File: config.mk
export PLATFORM = sky130hd
export DESIGN_NAME = caret_markup_text_parser
export DESIGN_NICKNAME = d
export VERILOG_FILES = /design/src/cmtp_pkg.sv /design/src/caret_markup_text_parser.sv /design/src/cmtp_parse.sv /design/src/cmtp_outq.sv
export SDC_FILE = /design/constraint.sdc
export NUM_CORES = 1
export LEC_CHECK = 0
export ABC_AREA = 1
export ABC_CLOCK_PERIOD_IN_PS = 8500
export BUFFER_PORTS_ARGS = -buffer_cell sky130_fd_sc_hd__buf_2
export CORE_MARGIN = 3
export CORE_UTILIZATION = 40
export CTS_CLUSTER_DIAMETER = 80
export DETAILED_ROUTE_END_ITERATION = 12
export PLACE_DENSITY = 0.65
export SLEW_MARGIN = 20
export SYNTH_ARGS = -nofsm -noshare
export SYNTH_HDL_FRONTEND = slang
export SYNTH_SLANG_ARGS = --single-unit
File: constraint.sdc
create_clock -name clk -period 8.5 [get_ports clk]
set_clock_uncertainty 0.2 [all_clocks]
set_input_delay 1.7 -clock clk [delete_from_list [all_inputs] [get_ports clk]]
set_output_delay 1.7 -clock clk [all_outputs]
set_load 0.1 [all_outputs]
File: src/cmtp_pkg.sv
// Types, constants and defaults for the caret markup text parser.
`timescale 1ns / 1ps

package cmtp_pkg;

    localparam int MAX_CHARS_DEF    = 2048;
    localparam int NAME_LIMIT_DEF   = 50;
    localparam int NUMBER_LIMIT_DEF = 10;

    localparam int ADDR_W       = 4;
    localparam int DATA_W       = 32;
    localparam int MAX_PER_ITEM = 3;
    localparam int OUTQ_DEPTH   = 4;

    localparam logic [1:0] REG_COLOR     = 2'd0;
    localparam logic [1:0] REG_UNDERLINE = 2'd1;
    localparam logic [1:0] REG_STYLE     = 2'd2;
    localparam logic [1:0] REG_SIZE      = 2'd3;

    localparam logic [7:0] RST_COLOR     = 8'd2;
    localparam logic [7:0] RST_UNDERLINE = 8'd2;
    localparam logic [7:0] RST_STYLE     = 8'd0;
    localparam logic [15:0] RST_SIZE     = 16'd0;

    localparam logic [7:0] CH_TAB    = 8'h09;
    localparam logic [7:0] CH_BS     = 8'h08;
    localparam logic [7:0] CH_LF     = 8'h0a;
    localparam logic [7:0] CH_FF     = 8'h0c;
    localparam logic [7:0] CH_CR     = 8'h0d;
    localparam logic [7:0] CH_SPACE  = 8'h20;
    localparam logic [7:0] CH_QUOTE  = 8'h22;
    localparam logic [7:0] CH_PLUS   = 8'h2b;
    localparam logic [7:0] CH_MINUS  = 8'h2d;
    localparam logic [7:0] CH_ZERO   = 8'h30;
    localparam logic [7:0] CH_NINE   = 8'h39;
    localparam logic [7:0] CH_BSLASH = 8'h5c;
    localparam logic [7:0] CH_CARET  = 8'h5e;
    localparam logic [7:0] CH_DEL    = 8'h7f;

    localparam logic [7:0] CMD_STYLE = 8'h61;
    localparam logic [7:0] CMD_COLOR = 8'h63;
    localparam logic [7:0] CMD_FONT  = 8'h66;
    localparam logic [7:0] CMD_LINE  = 8'h6c;
    localparam logic [7:0] CMD_SIZE  = 8'h73;
    localparam logic [7:0] CMD_UNDER = 8'h75;

    typedef struct packed {
        logic [7:0]  color;
        logic [7:0]  underline;
        logic [7:0]  style;
        logic [15:0] size;
    } attr_t;

    typedef struct packed {
        logic [7:0] code;
        attr_t      attr;
        logic       eot;
    } item_t;

endpackage

File: src/caret_markup_text_parser.sv
// Top level of the caret markup text parser: config registers, input stage, parse, result queue.
//
//  channel  | direction | handshake              | payload
//  ---------+-----------+------------------------+------------------------------------------
//  text     | in        | text_valid, text_stall | text_byte, final_byte
//  char     | out       | char_valid, char_stall | char_code, color, underline_color, style,
//           |           |                        | font_size, char_count, end_of_text
//  config   | in        | APB psel/penable       | paddr, pwdata, prdata
//
// One byte is taken per cycle unless text_stall is high; each byte is registered before parsing.
// A byte yields 0 to 3 items; the output side drains one item per cycle unless char_stall
// is high, so a run of bytes that each yield more than one item is paced by the result queue.
// The input register holds a byte until the queue has room for three items.
// Reset clears parse state and the queue; config registers return to their defaults.
`timescale 1ns / 1ps

module caret_markup_text_parser import cmtp_pkg::*; #(
    parameter int MAX_CHARS    = MAX_CHARS_DEF,
    parameter int NAME_LIMIT   = NAME_LIMIT_DEF,
    parameter int NUMBER_LIMIT = NUMBER_LIMIT_DEF,
    parameter int CNT_W        = $clog2(MAX_CHARS + 1)
) (
    input  logic              clk,
    input  logic              rst_n,
    input  logic              psel,
    input  logic              penable,
    input  logic              pwrite,
    input  logic [ADDR_W-1:0] paddr,
    input  logic [DATA_W-1:0] pwdata,
    output logic [DATA_W-1:0] prdata,
    output logic              pready,
    input  logic              text_valid,
    output logic              text_stall,
    input  logic [7:0]        text_byte,
    input  logic              final_byte,
    output logic              char_valid,
    input  logic              char_stall,
    output logic [7:0]        char_code,
    output logic [7:0]        color,
    output logic [7:0]        underline_color,
    output logic [7:0]        style,
    output logic [15:0]       font_size,
    output logic [CNT_W-1:0]  char_count,
    output logic              end_of_text
);

    localparam int ITEM_W = $bits(item_t) + CNT_W;

    attr_t            def_reg;
    logic [1:0]       reg_idx;
    logic             cfg_wr;

    logic             in_valid_reg;
    logic [7:0]       in_byte_reg;
    logic             in_fin_reg;
    logic             room;
    logic             fire;
    logic             take;

    logic [1:0]        n_items;
    item_t             items  [MAX_PER_ITEM];
    logic [CNT_W-1:0]  counts [MAX_PER_ITEM];
    logic [ITEM_W-1:0] push_data [MAX_PER_ITEM];
    logic [ITEM_W-1:0] pop_data;
    item_t             head;
    logic [1:0]        push_n;

    assign pready  = 1'b1;
    assign reg_idx = paddr[3:2];
    assign cfg_wr  = psel && penable && pwrite && pready;

    always_comb
    begin
        unique case (reg_idx)
            REG_COLOR:     prdata = {24'd0, def_reg.color};
            REG_UNDERLINE: prdata = {24'd0, def_reg.underline};
            REG_STYLE:     prdata = {24'd0, def_reg.style};
            REG_SIZE:      prdata = {16'd0, def_reg.size};
        endcase
    end

    always_ff @(posedge clk or negedge rst_n)
    begin
        if (!rst_n)
        begin
            def_reg <= '{color: RST_COLOR, underline: RST_UNDERLINE,
                         style: RST_STYLE, size: RST_SIZE};
        end
        else if (cfg_wr)
        begin
            unique case (reg_idx)
                REG_COLOR:     def_reg.color <= pwdata[7:0];
                REG_UNDERLINE: def_reg.underline <= pwdata[7:0];
                REG_STYLE:     def_reg.style <= pwdata[7:0];
                REG_SIZE:      def_reg.size <= pwdata[15:0];
            endcase
        end
    end

    assign fire       = in_valid_reg && room;
    assign text_stall = in_valid_reg && !room;
    assign take       = text_valid && !text_stall;

    always_ff @(posedge clk or negedge rst_n)
    begin
        if (!rst_n)
            in_valid_reg <= 1'b0;
        else if (take)
            in_valid_reg <= 1'b1;
        else if (fire)
            in_valid_reg <= 1'b0;
    end

    always_ff @(posedge clk)
    begin
        if (take)
        begin
            in_byte_reg <= text_byte;
            in_fin_reg  <= final_byte;
        end
    end

    cmtp_parse #(
        .MAX_CHARS    (MAX_CHARS),
        .NAME_LIMIT   (NAME_LIMIT),
        .NUMBER_LIMIT (NUMBER_LIMIT),
        .CNT_W        (CNT_W)
    ) u_parse (
        .clk      (clk),
        .rst_n    (rst_n),
        .fire     (fire),
        .byte_in  (in_byte_reg),
        .fin_in   (in_fin_reg),
        .defaults (def_reg),
        .n_items  (n_items),
        .items    (items),
        .counts   (counts)
    );

    assign push_n = fire ? n_items : 2'd0;

    always_comb
    begin
        for (int i = 0; i < MAX_PER_ITEM; i++)
            push_data[i] = {items[i], counts[i]};
    end

    cmtp_outq #(
        .WIDTH (ITEM_W)
    ) u_outq (
        .clk       (clk),
        .rst_n     (rst_n),
        .push_n    (push_n),
        .push_data (push_data),
        .room      (room),
        .pop_valid (char_valid),
        .pop_stall (char_stall),
        .pop_data  (pop_data)
    );

    assign head            = pop_data[ITEM_W-1:CNT_W];
    assign char_count      = pop_data[CNT_W-1:0];
    assign char_code       = head.code;
    assign color           = head.attr.color;
    assign underline_color = head.attr.underline;
    assign style           = head.attr.style;
    assign font_size       = head.attr.size;
    assign end_of_text     = head.eot;

endmodule

File: src/cmtp_parse.sv
// Parse state and per-byte step: turns one byte into up to three result items.
`timescale 1ns / 1ps

module cmtp_parse import cmtp_pkg::*; #(
    parameter int MAX_CHARS    = MAX_CHARS_DEF,
    parameter int NAME_LIMIT   = NAME_LIMIT_DEF,
    parameter int NUMBER_LIMIT = NUMBER_LIMIT_DEF,
    parameter int CNT_W        = $clog2(MAX_CHARS + 1)
) (
    input  logic             clk,
    input  logic             rst_n,
    input  logic             fire,
    input  logic [7:0]       byte_in,
    input  logic             fin_in,
    input  attr_t            defaults,
    output logic [1:0]       n_items,
    output item_t            items [MAX_PER_ITEM],
    output logic [CNT_W-1:0] counts [MAX_PER_ITEM]
);

    localparam logic [2:0] MODE_TEXT = 3'd0;
    localparam logic [2:0] MODE_CMD  = 3'd1;
    localparam logic [2:0] MODE_NAME = 3'd2;
    localparam logic [2:0] MODE_NUM  = 3'd3;
    localparam logic [2:0] MODE_SKIP = 3'd4;

    localparam logic [1:0] TGT_COLOR = 2'd0;
    localparam logic [1:0] TGT_UNDER = 2'd1;
    localparam logic [1:0] TGT_STYLE = 2'd2;
    localparam logic [1:0] TGT_SIZE  = 2'd3;

    localparam logic [CNT_W-1:0] CNT_MAX = CNT_W'(MAX_CHARS);
    localparam logic [5:0] NAME_LIM = 6'(NAME_LIMIT);
    localparam logic [5:0] NUM_LIM  = 6'(NUMBER_LIMIT);

    logic [2:0]       mode_reg, mode_next;
    logic [1:0]       tgt_reg, tgt_next;
    logic [5:0]       plen_reg, plen_next;
    logic [15:0]      acc_reg, acc_next;
    logic             neg_reg, neg_next;
    logic             digit_reg, digit_next;
    logic             ended_reg, ended_next;
    logic             sign_reg, sign_next;
    logic             bs_reg, bs_next;
    logic             open_reg, open_next;
    attr_t            attr_reg, attr_next;
    logic [CNT_W-1:0] cnt_reg, cnt_next;

    always_comb
    begin
        logic [7:0]       c;
        logic             pass;
        logic             num_start;
        logic [1:0]       r;
        logic             req_v    [MAX_PER_ITEM];
        logic [7:0]       req_code [MAX_PER_ITEM];
        logic             req_end  [MAX_PER_ITEM];
        logic [19:0]      prod;
        logic [7:0]       low;
        logic [1:0]       k;
        logic [CNT_W-1:0] cc;

        c = byte_in;
        r = 2'd0;
        num_start = 1'b0;
        prod = 20'd0;
        low = 8'd0;
        for (int i = 0; i < MAX_PER_ITEM; i++)
        begin
            req_v[i]    = 1'b0;
            req_code[i] = 8'd0;
            req_end[i]  = 1'b0;
        end

        if (open_reg)
        begin
            mode_next  = mode_reg;
            tgt_next   = tgt_reg;
            plen_next  = plen_reg;
            acc_next   = acc_reg;
            neg_next   = neg_reg;
            digit_next = digit_reg;
            ended_next = ended_reg;
            sign_next  = sign_reg;
            bs_next    = bs_reg;
            attr_next  = attr_reg;
            cnt_next   = cnt_reg;
        end
        else
        begin
            mode_next  = MODE_TEXT;
            tgt_next   = TGT_COLOR;
            plen_next  = 6'd0;
            acc_next   = 16'd0;
            neg_next   = 1'b0;
            digit_next = 1'b0;
            ended_next = 1'b0;
            sign_next  = 1'b0;
            bs_next    = 1'b0;
            attr_next  = defaults;
            cnt_next   = '0;
        end
        open_next = 1'b1;

        pass = (c >= CH_SPACE && c != CH_DEL) || c == CH_CR || c == CH_BS ||
               c == CH_FF || c == CH_LF;

        unique case (mode_next)
            MODE_TEXT:
            begin
                if (bs_next && c == CH_QUOTE)
                begin
                    bs_next = 1'b0;
                    req_v[r] = 1'b1;
                    req_code[r] = CH_QUOTE;
                    r = r + 2'd1;
                end
                else
                begin
                    if (bs_next)
                    begin
                        bs_next = 1'b0;
                        req_v[r] = 1'b1;
                        req_code[r] = CH_BSLASH;
                        r = r + 2'd1;
                    end
                    if (c == CH_CARET)
                        mode_next = MODE_CMD;
                    else if (pass)
                    begin
                        if (c == CH_BSLASH)
                            bs_next = 1'b1;
                        else
                        begin
                            req_v[r] = 1'b1;
                            req_code[r] = (c == CH_CR) ? CH_LF : c;
                            r = r + 2'd1;
                        end
                    end
                end
            end
            MODE_CMD:
            begin
                mode_next = MODE_TEXT;
                priority if (c == CMD_FONT)
                begin
                    mode_next = MODE_NAME;
                    plen_next = 6'd0;
                end
                else if (c == CMD_SIZE)
                begin
                    num_start = 1'b1;
                    tgt_next = TGT_SIZE;
                end
                else if (c == CMD_COLOR)
                begin
                    num_start = 1'b1;
                    tgt_next = TGT_COLOR;
                end
                else if (c == CMD_UNDER)
                begin
                    num_start = 1'b1;
                    tgt_next = TGT_UNDER;
                end
                else if (c == CMD_STYLE)
                begin
                    num_start = 1'b1;
                    tgt_next = TGT_STYLE;
                end
                else if (c == CMD_LINE)
                begin
                    req_v[r] = 1'b1;
                    req_code[r] = CH_LF;
                    r = r + 2'd1;
                    mode_next = MODE_SKIP;
                    plen_next = 6'd2;
                end
                else if (c == CH_BSLASH)
                begin
                    mode_next = MODE_SKIP;
                    plen_next = 6'd1;
                end
                else
                begin
                    mode_next = MODE_TEXT;
                end
                if (num_start)
                begin
                    mode_next  = MODE_NUM;
                    plen_next  = 6'd0;
                    acc_next   = 16'd0;
                    neg_next   = 1'b0;
                    digit_next = 1'b0;
                    ended_next = 1'b0;
                    sign_next  = 1'b0;
                end
            end
            MODE_NAME:
            begin
                if (c == CH_CARET)
                    mode_next = MODE_TEXT;
                else
                begin
                    plen_next = plen_next + 6'd1;
                    if (plen_next >= NAME_LIM)
                    begin
                        mode_next = MODE_SKIP;
                        plen_next = 6'd1;
                    end
                end
            end
            MODE_NUM:
            begin
                if (c == CH_CARET)
                begin
                    mode_next = MODE_TEXT;
                    if (digit_next)
                    begin
                        low = neg_next ? (8'd0 - acc_next[7:0]) : acc_next[7:0];
                        unique case (tgt_next)
                            TGT_COLOR: attr_next.color = low;
                            TGT_UNDER: attr_next.underline = low;
                            TGT_STYLE: attr_next.style = low;
                            TGT_SIZE:  attr_next.size = neg_next ? 16'd0 : acc_next;
                        endcase
                    end
                end
                else
                begin
                    if (!ended_next)
                    begin
                        priority if (!(sign_next || digit_next) &&
                                     (c == CH_SPACE || (c >= CH_TAB && c <= CH_CR)))
                        begin
                            sign_next = sign_next;
                        end
                        else if (!(sign_next || digit_next) &&
                                 (c == CH_PLUS || c == CH_MINUS))
                        begin
                            sign_next = 1'b1;
                            neg_next = (c == CH_MINUS);
                        end
                        else if (c >= CH_ZERO && c <= CH_NINE)
                        begin
                            prod = ({4'd0, acc_next} << 3) + ({4'd0, acc_next} << 1) +
                                   {12'd0, c - CH_ZERO};
                            acc_next = (prod > 20'h0ffff) ? 16'hffff : prod[15:0];
                            digit_next = 1'b1;
                        end
                        else
                        begin
                            ended_next = 1'b1;
                        end
                    end
                    plen_next = plen_next + 6'd1;
                    if (plen_next >= NUM_LIM)
                    begin
                        mode_next = MODE_SKIP;
                        plen_next = 6'd1;
                    end
                end
            end
            default:
            begin
                if (plen_next != 6'd0)
                    plen_next = plen_next - 6'd1;
                if (plen_next == 6'd0)
                    mode_next = MODE_TEXT;
            end
        endcase

        if (fin_in)
        begin
            if (bs_next)
            begin
                req_v[r] = 1'b1;
                req_code[r] = CH_BSLASH;
                r = r + 2'd1;
            end
            req_v[r] = 1'b1;
            req_end[r] = 1'b1;
            mode_next  = MODE_TEXT;
            tgt_next   = TGT_COLOR;
            plen_next  = 6'd0;
            acc_next   = 16'd0;
            neg_next   = 1'b0;
            digit_next = 1'b0;
            ended_next = 1'b0;
            sign_next  = 1'b0;
            bs_next    = 1'b0;
            open_next  = 1'b0;
        end

        // full buffer: characters past the limit are dropped, end item always goes
        k = 2'd0;
        cc = cnt_next;
        for (int i = 0; i < MAX_PER_ITEM; i++)
        begin
            items[i] = '0;
            counts[i] = '0;
        end
        for (int i = 0; i < MAX_PER_ITEM; i++)
        begin
            if (req_v[i] && (req_end[i] || cc < CNT_MAX))
            begin
                if (!req_end[i])
                    cc = cc + CNT_W'(1);
                items[k].code = req_end[i] ? 8'd0 : req_code[i];
                items[k].attr = attr_next;
                items[k].eot = req_end[i];
                counts[k] = cc;
                k = k + 2'd1;
            end
        end
        cnt_next = cc;
        n_items = k;
    end

    always_ff @(posedge clk or negedge rst_n)
    begin
        if (!rst_n)
        begin
            mode_reg  <= MODE_TEXT;
            tgt_reg   <= TGT_COLOR;
            plen_reg  <= 6'd0;
            acc_reg   <= 16'd0;
            neg_reg   <= 1'b0;
            digit_reg <= 1'b0;
            ended_reg <= 1'b0;
            sign_reg  <= 1'b0;
            bs_reg    <= 1'b0;
            open_reg  <= 1'b0;
            attr_reg  <= '{color: RST_COLOR, underline: RST_UNDERLINE,
                           style: RST_STYLE, size: RST_SIZE};
            cnt_reg   <= '0;
        end
        else if (fire)
        begin
            mode_reg  <= mode_next;
            tgt_reg   <= tgt_next;
            plen_reg  <= plen_next;
            acc_reg   <= acc_next;
            neg_reg   <= neg_next;
            digit_reg <= digit_next;
            ended_reg <= ended_next;
            sign_reg  <= sign_next;
            bs_reg    <= bs_next;
            open_reg  <= open_next;
            attr_reg  <= attr_next;
            cnt_reg   <= cnt_next;
        end
    end

endmodule

File: src/cmtp_outq.sv
// Result queue: takes up to three items per cycle, hands out one per cycle when pop_stall is low.
`timescale 1ns / 1ps

module cmtp_outq import cmtp_pkg::*; #(
    parameter int WIDTH = 64
) (
    input  logic             clk,
    input  logic             rst_n,
    input  logic [1:0]       push_n,
    input  logic [WIDTH-1:0] push_data [MAX_PER_ITEM],
    output logic             room,
    output logic             pop_valid,
    input  logic             pop_stall,
    output logic [WIDTH-1:0] pop_data
);

    localparam int PTR_W = $clog2(OUTQ_DEPTH);
    localparam int CNT_W = $clog2(OUTQ_DEPTH + 1);

    logic [WIDTH-1:0] mem [OUTQ_DEPTH];
    logic [PTR_W-1:0] wr_ptr_reg, wr_ptr_next;
    logic [PTR_W-1:0] rd_ptr_reg, rd_ptr_next;
    logic [CNT_W-1:0] count_reg, count_next;
    logic             pop;

    assign pop_valid = (count_reg != '0);
    assign pop_data  = mem[rd_ptr_reg];
    assign pop       = pop_valid && !pop_stall;
    assign room      = (count_reg <= CNT_W'(OUTQ_DEPTH - MAX_PER_ITEM));

    assign wr_ptr_next = wr_ptr_reg + PTR_W'(push_n);
    assign rd_ptr_next = rd_ptr_reg + PTR_W'(pop);
    assign count_next  = count_reg + CNT_W'(push_n) - CNT_W'(pop);

    always_ff @(posedge clk)
    begin
        for (int i = 0; i < MAX_PER_ITEM; i++)
        begin
            if (2'(i) < push_n)
                mem[wr_ptr_reg + PTR_W'(i)] <= push_data[i];
        end
    end

    always_ff @(posedge clk or negedge rst_n)
    begin
        if (!rst_n)
        begin
            wr_ptr_reg <= '0;
            rd_ptr_reg <= '0;
            count_reg  <= '0;
        end
        else
        begin
            wr_ptr_reg <= wr_ptr_next;
            rd_ptr_reg <= rd_ptr_next;
            count_reg  <= count_next;
        end
    end

endmodule

==> reports/results.tsv <==
metric	value	unit
Row Count	97	
synth cell count leaders	nand2_1 (1568), o21ai_0 (423), nor2_1 (364)	
total negative setup slack	0	ps
initial antenna violation count	2	
die height	274	um
Worst Hold Class	flop to flop	
Avg WL per Cell	19.4	um
commonest register cell after synthesis	edfxtp_1	
post-synthesis adder-cell area fraction	2.75	%
mux cell area share after synthesis	0.0347	%
max FFs per register	244	
Post-CTS Setup Inserts	0	
CP max-delay cell	nand2_1	
Max FO, Critical Path	53	
H-tree levels	2	
Synth Register Bits	386	
largest family of logic cells by synthesized area	simple AND/OR/NAND/NOR gates	
synthesized area	0.0288	mm2
layout cells sized above 1	8.40	%
Final Critical Period	7160	ps
CP endpoint kind	flop	
drt via density	5.58	
Arr. time, crit path	7280	ps
fin crit share	84.3	%
Final GP Congestion	0.941	
share of the synthesized area in the top cell type	26.4	%
post_cts resized	0	
max cap viols	0	
1st-iter DRT viols	2937	
area grow syn2layout	9.88	%
Die ar.	0.0753	mm2
Clock Sinks	386	
sequential fraction of the synthesis area	37.9	%
Least-Margin Pin Slew	1090	ps
CP dominant cell by count	nand2_1	
synth top area cells	edfxtp_1 (26%), nand2_1 (20%), dfrtp_1 (11%), o21ai_0 (7.3%), nor2_1 (4.7%)	
Pwr Total	11800	uW
IO Count	148	
pin count of the biggest net entering global routing	107	
vias in the first global route	26293	
drc violations	0	
final hold vios	0	
top-count cell post-synth	nand2_1	
Peak VDD IR	0.000427	V
Synth Area in XOR/XNOR	0.973	%
mean post-synth cell area	6.84	um2
Cell Area, Placed	0.0300	mm2
Largest stage delay, worst path	550	ps
Fmax	0.140	GHz
routed wire length	99900	um
asr flop ratio synth	34.5	%
status	complete, no violations	
Fin Hold WS	282	ps
Final Max Slew Viols	0	
CTS tree	done	
CTS Buffer Depth	3	
LEAKAGE	0.0148	uW
Detailed Routing Iterations Pass 1	7	
first-pass GRT wire length	154000	um
Post-synth EDFFs	253	
Clock Pin Slew Worst Setup and Hold Paths	60	ps
latest clock arrival within the worst-skew pair	610	ps
IO buf count	112	
Rel. slew slack	27.3	%
Unique masters post-synth	66	
filler cell count	7224	
post-synthesis simple-gate area fraction	31.6	%
gr ovfl total	0	
# hold bufs at CTS	0	
DP Wirelength	64400	um
total CTS buffers	47	
Syn Inst Count	4211	
P per Cell Area	372	mW/mm2
endpoints failing setup	0	
Die Width	274	um
kind of critical path	flop to flop	
Initial Util	40.8	%
Synth Area in Compound Gates	18.2	%
fin util	44.8	%
post-route design area	0.0317	mm2
Required @ worst endpoint	8620	ps
Vias	28770	
RSZ-0062 raised after global routing	no	
# nets final	4285	
total track usage	26.0	%
Synth Warn #	0	
Root Buffer	clkbuf_16	
core area	0.0706	mm2
Synth area leader	edfxtp_1	
CP startpoint kind	flop	
antenna viol nets, final	0	
[cell usage in the layout (no fill, tap or decap), types with 6 or more instances in the layout]
master,instances
nor4_1,6
inv_1,275
clkbuf_1,8
nand4_1,22
nor2_2,6
ha_1,52
nand3_2,10
bufinv_16,6
buf_12,16
inv_2,21
or2_2,8
a21oi_1,140
fa_1,7
buf_4,39
o2111ai_1,11
clkinv_1,8
o21ai_0,423
nor2_1,363
clkbuf_16,48
nor2_4,7
nand2_4,6
clkinv_2,11
a31oi_1,7
nand2_2,28
edfxtp_1,253
o31ai_1,7
xor2_1,27
o22ai_1,67
nand2_1,1566
o211ai_1,155
nor3_1,67
conb_1,17
nand3_1,140
o21ai_1,62
dfrtp_1,126
nand3_4,7
buf_2,111
[metrics by stage]
step,std cells,worst slack (ps)
detailed placement,5065,1490
global placement,5065,1570
CTS,5152,1470
finish,5153,1340
floorplan,4226,1430
global route,5153,755
[worst max-delay path, delay by kind of cell, from the launching register on]
family	cells	cell delay [ps]
compound gates	3	890
simple gates	19	4040
flops	1	420
fa+ha+maj	2	490
buf+inv	5	800
[cells by family (layout without fill, tap and decap cells)]
| kind of cell | Yosys count | in the layout |
|---|---|---|
| fa+ha+maj | 59 | 59 |
| mux | 1 | 1 |
| other cells | 2 | 18 |
| buf+inv | 574 | 560 |
| simple gates | 2245 | 2245 |
| flops | 386 | 386 |
| xor+xnor | 32 | 32 |
| compound gates | 912 | 912 |
[layout make-up]
type / count / area [um2] / share of cell area [%]
multi-input combinational: 3266 / 15600 / 49.2
sequential: 386 / 10900 / 34.6
clock buffer: 59 / 1270 / 4.02
timing repair buffer: 167 / 1180 / 3.73
tap: 940 / 1180 / 3.72
inverter: 306 / 1150 / 3.64
clock inverter: 28 / 342 / 1.08
antenna: 1 / 2.50 / 0.00791
[per-layer routing]
metal	global-route usage [%]	wire length, um
met1	35.9	42700
met2	41.6	44900
met3	4.24	9230
met4	8.52	3060
met5	0	0
[worst paths after layout]
kind,slack (ps),to,cells after the start,from
setup reg to reg,1340,u_outq.mem[0][6]$_DFFE_PP_,29,u_parse.mode_reg[2]$_DFFE_PN0P_
min in group asynchronous,960,u_parse.cnt_reg[4]$_DFFE_PN0P_,1,rst_n
setup / recovery,1340,u_outq.mem[0][6]$_DFFE_PP_,29,u_parse.mode_reg[2]$_DFFE_PN0P_
hold reg to reg,280,u_parse.acc_reg[10]$_DFFE_PN0P_,2,u_parse.acc_reg[10]$_DFFE_PN0P_
max in group asynchronous,5800,u_parse.acc_reg[15]$_DFFE_PN0P_,2,rst_n
hold / removal,280,u_parse.acc_reg[10]$_DFFE_PN0P_,2,u_parse.acc_reg[10]$_DFFE_PN0P_
[power by group]
part / switching (uW) / internal, uW / total [uW]
logic: 5240 / 1470 / 6710
registers: 212 / 2720 / 2940
clock network: 870 / 1260 / 2130
Note: power is estimated with default switching activity, not from simulation.
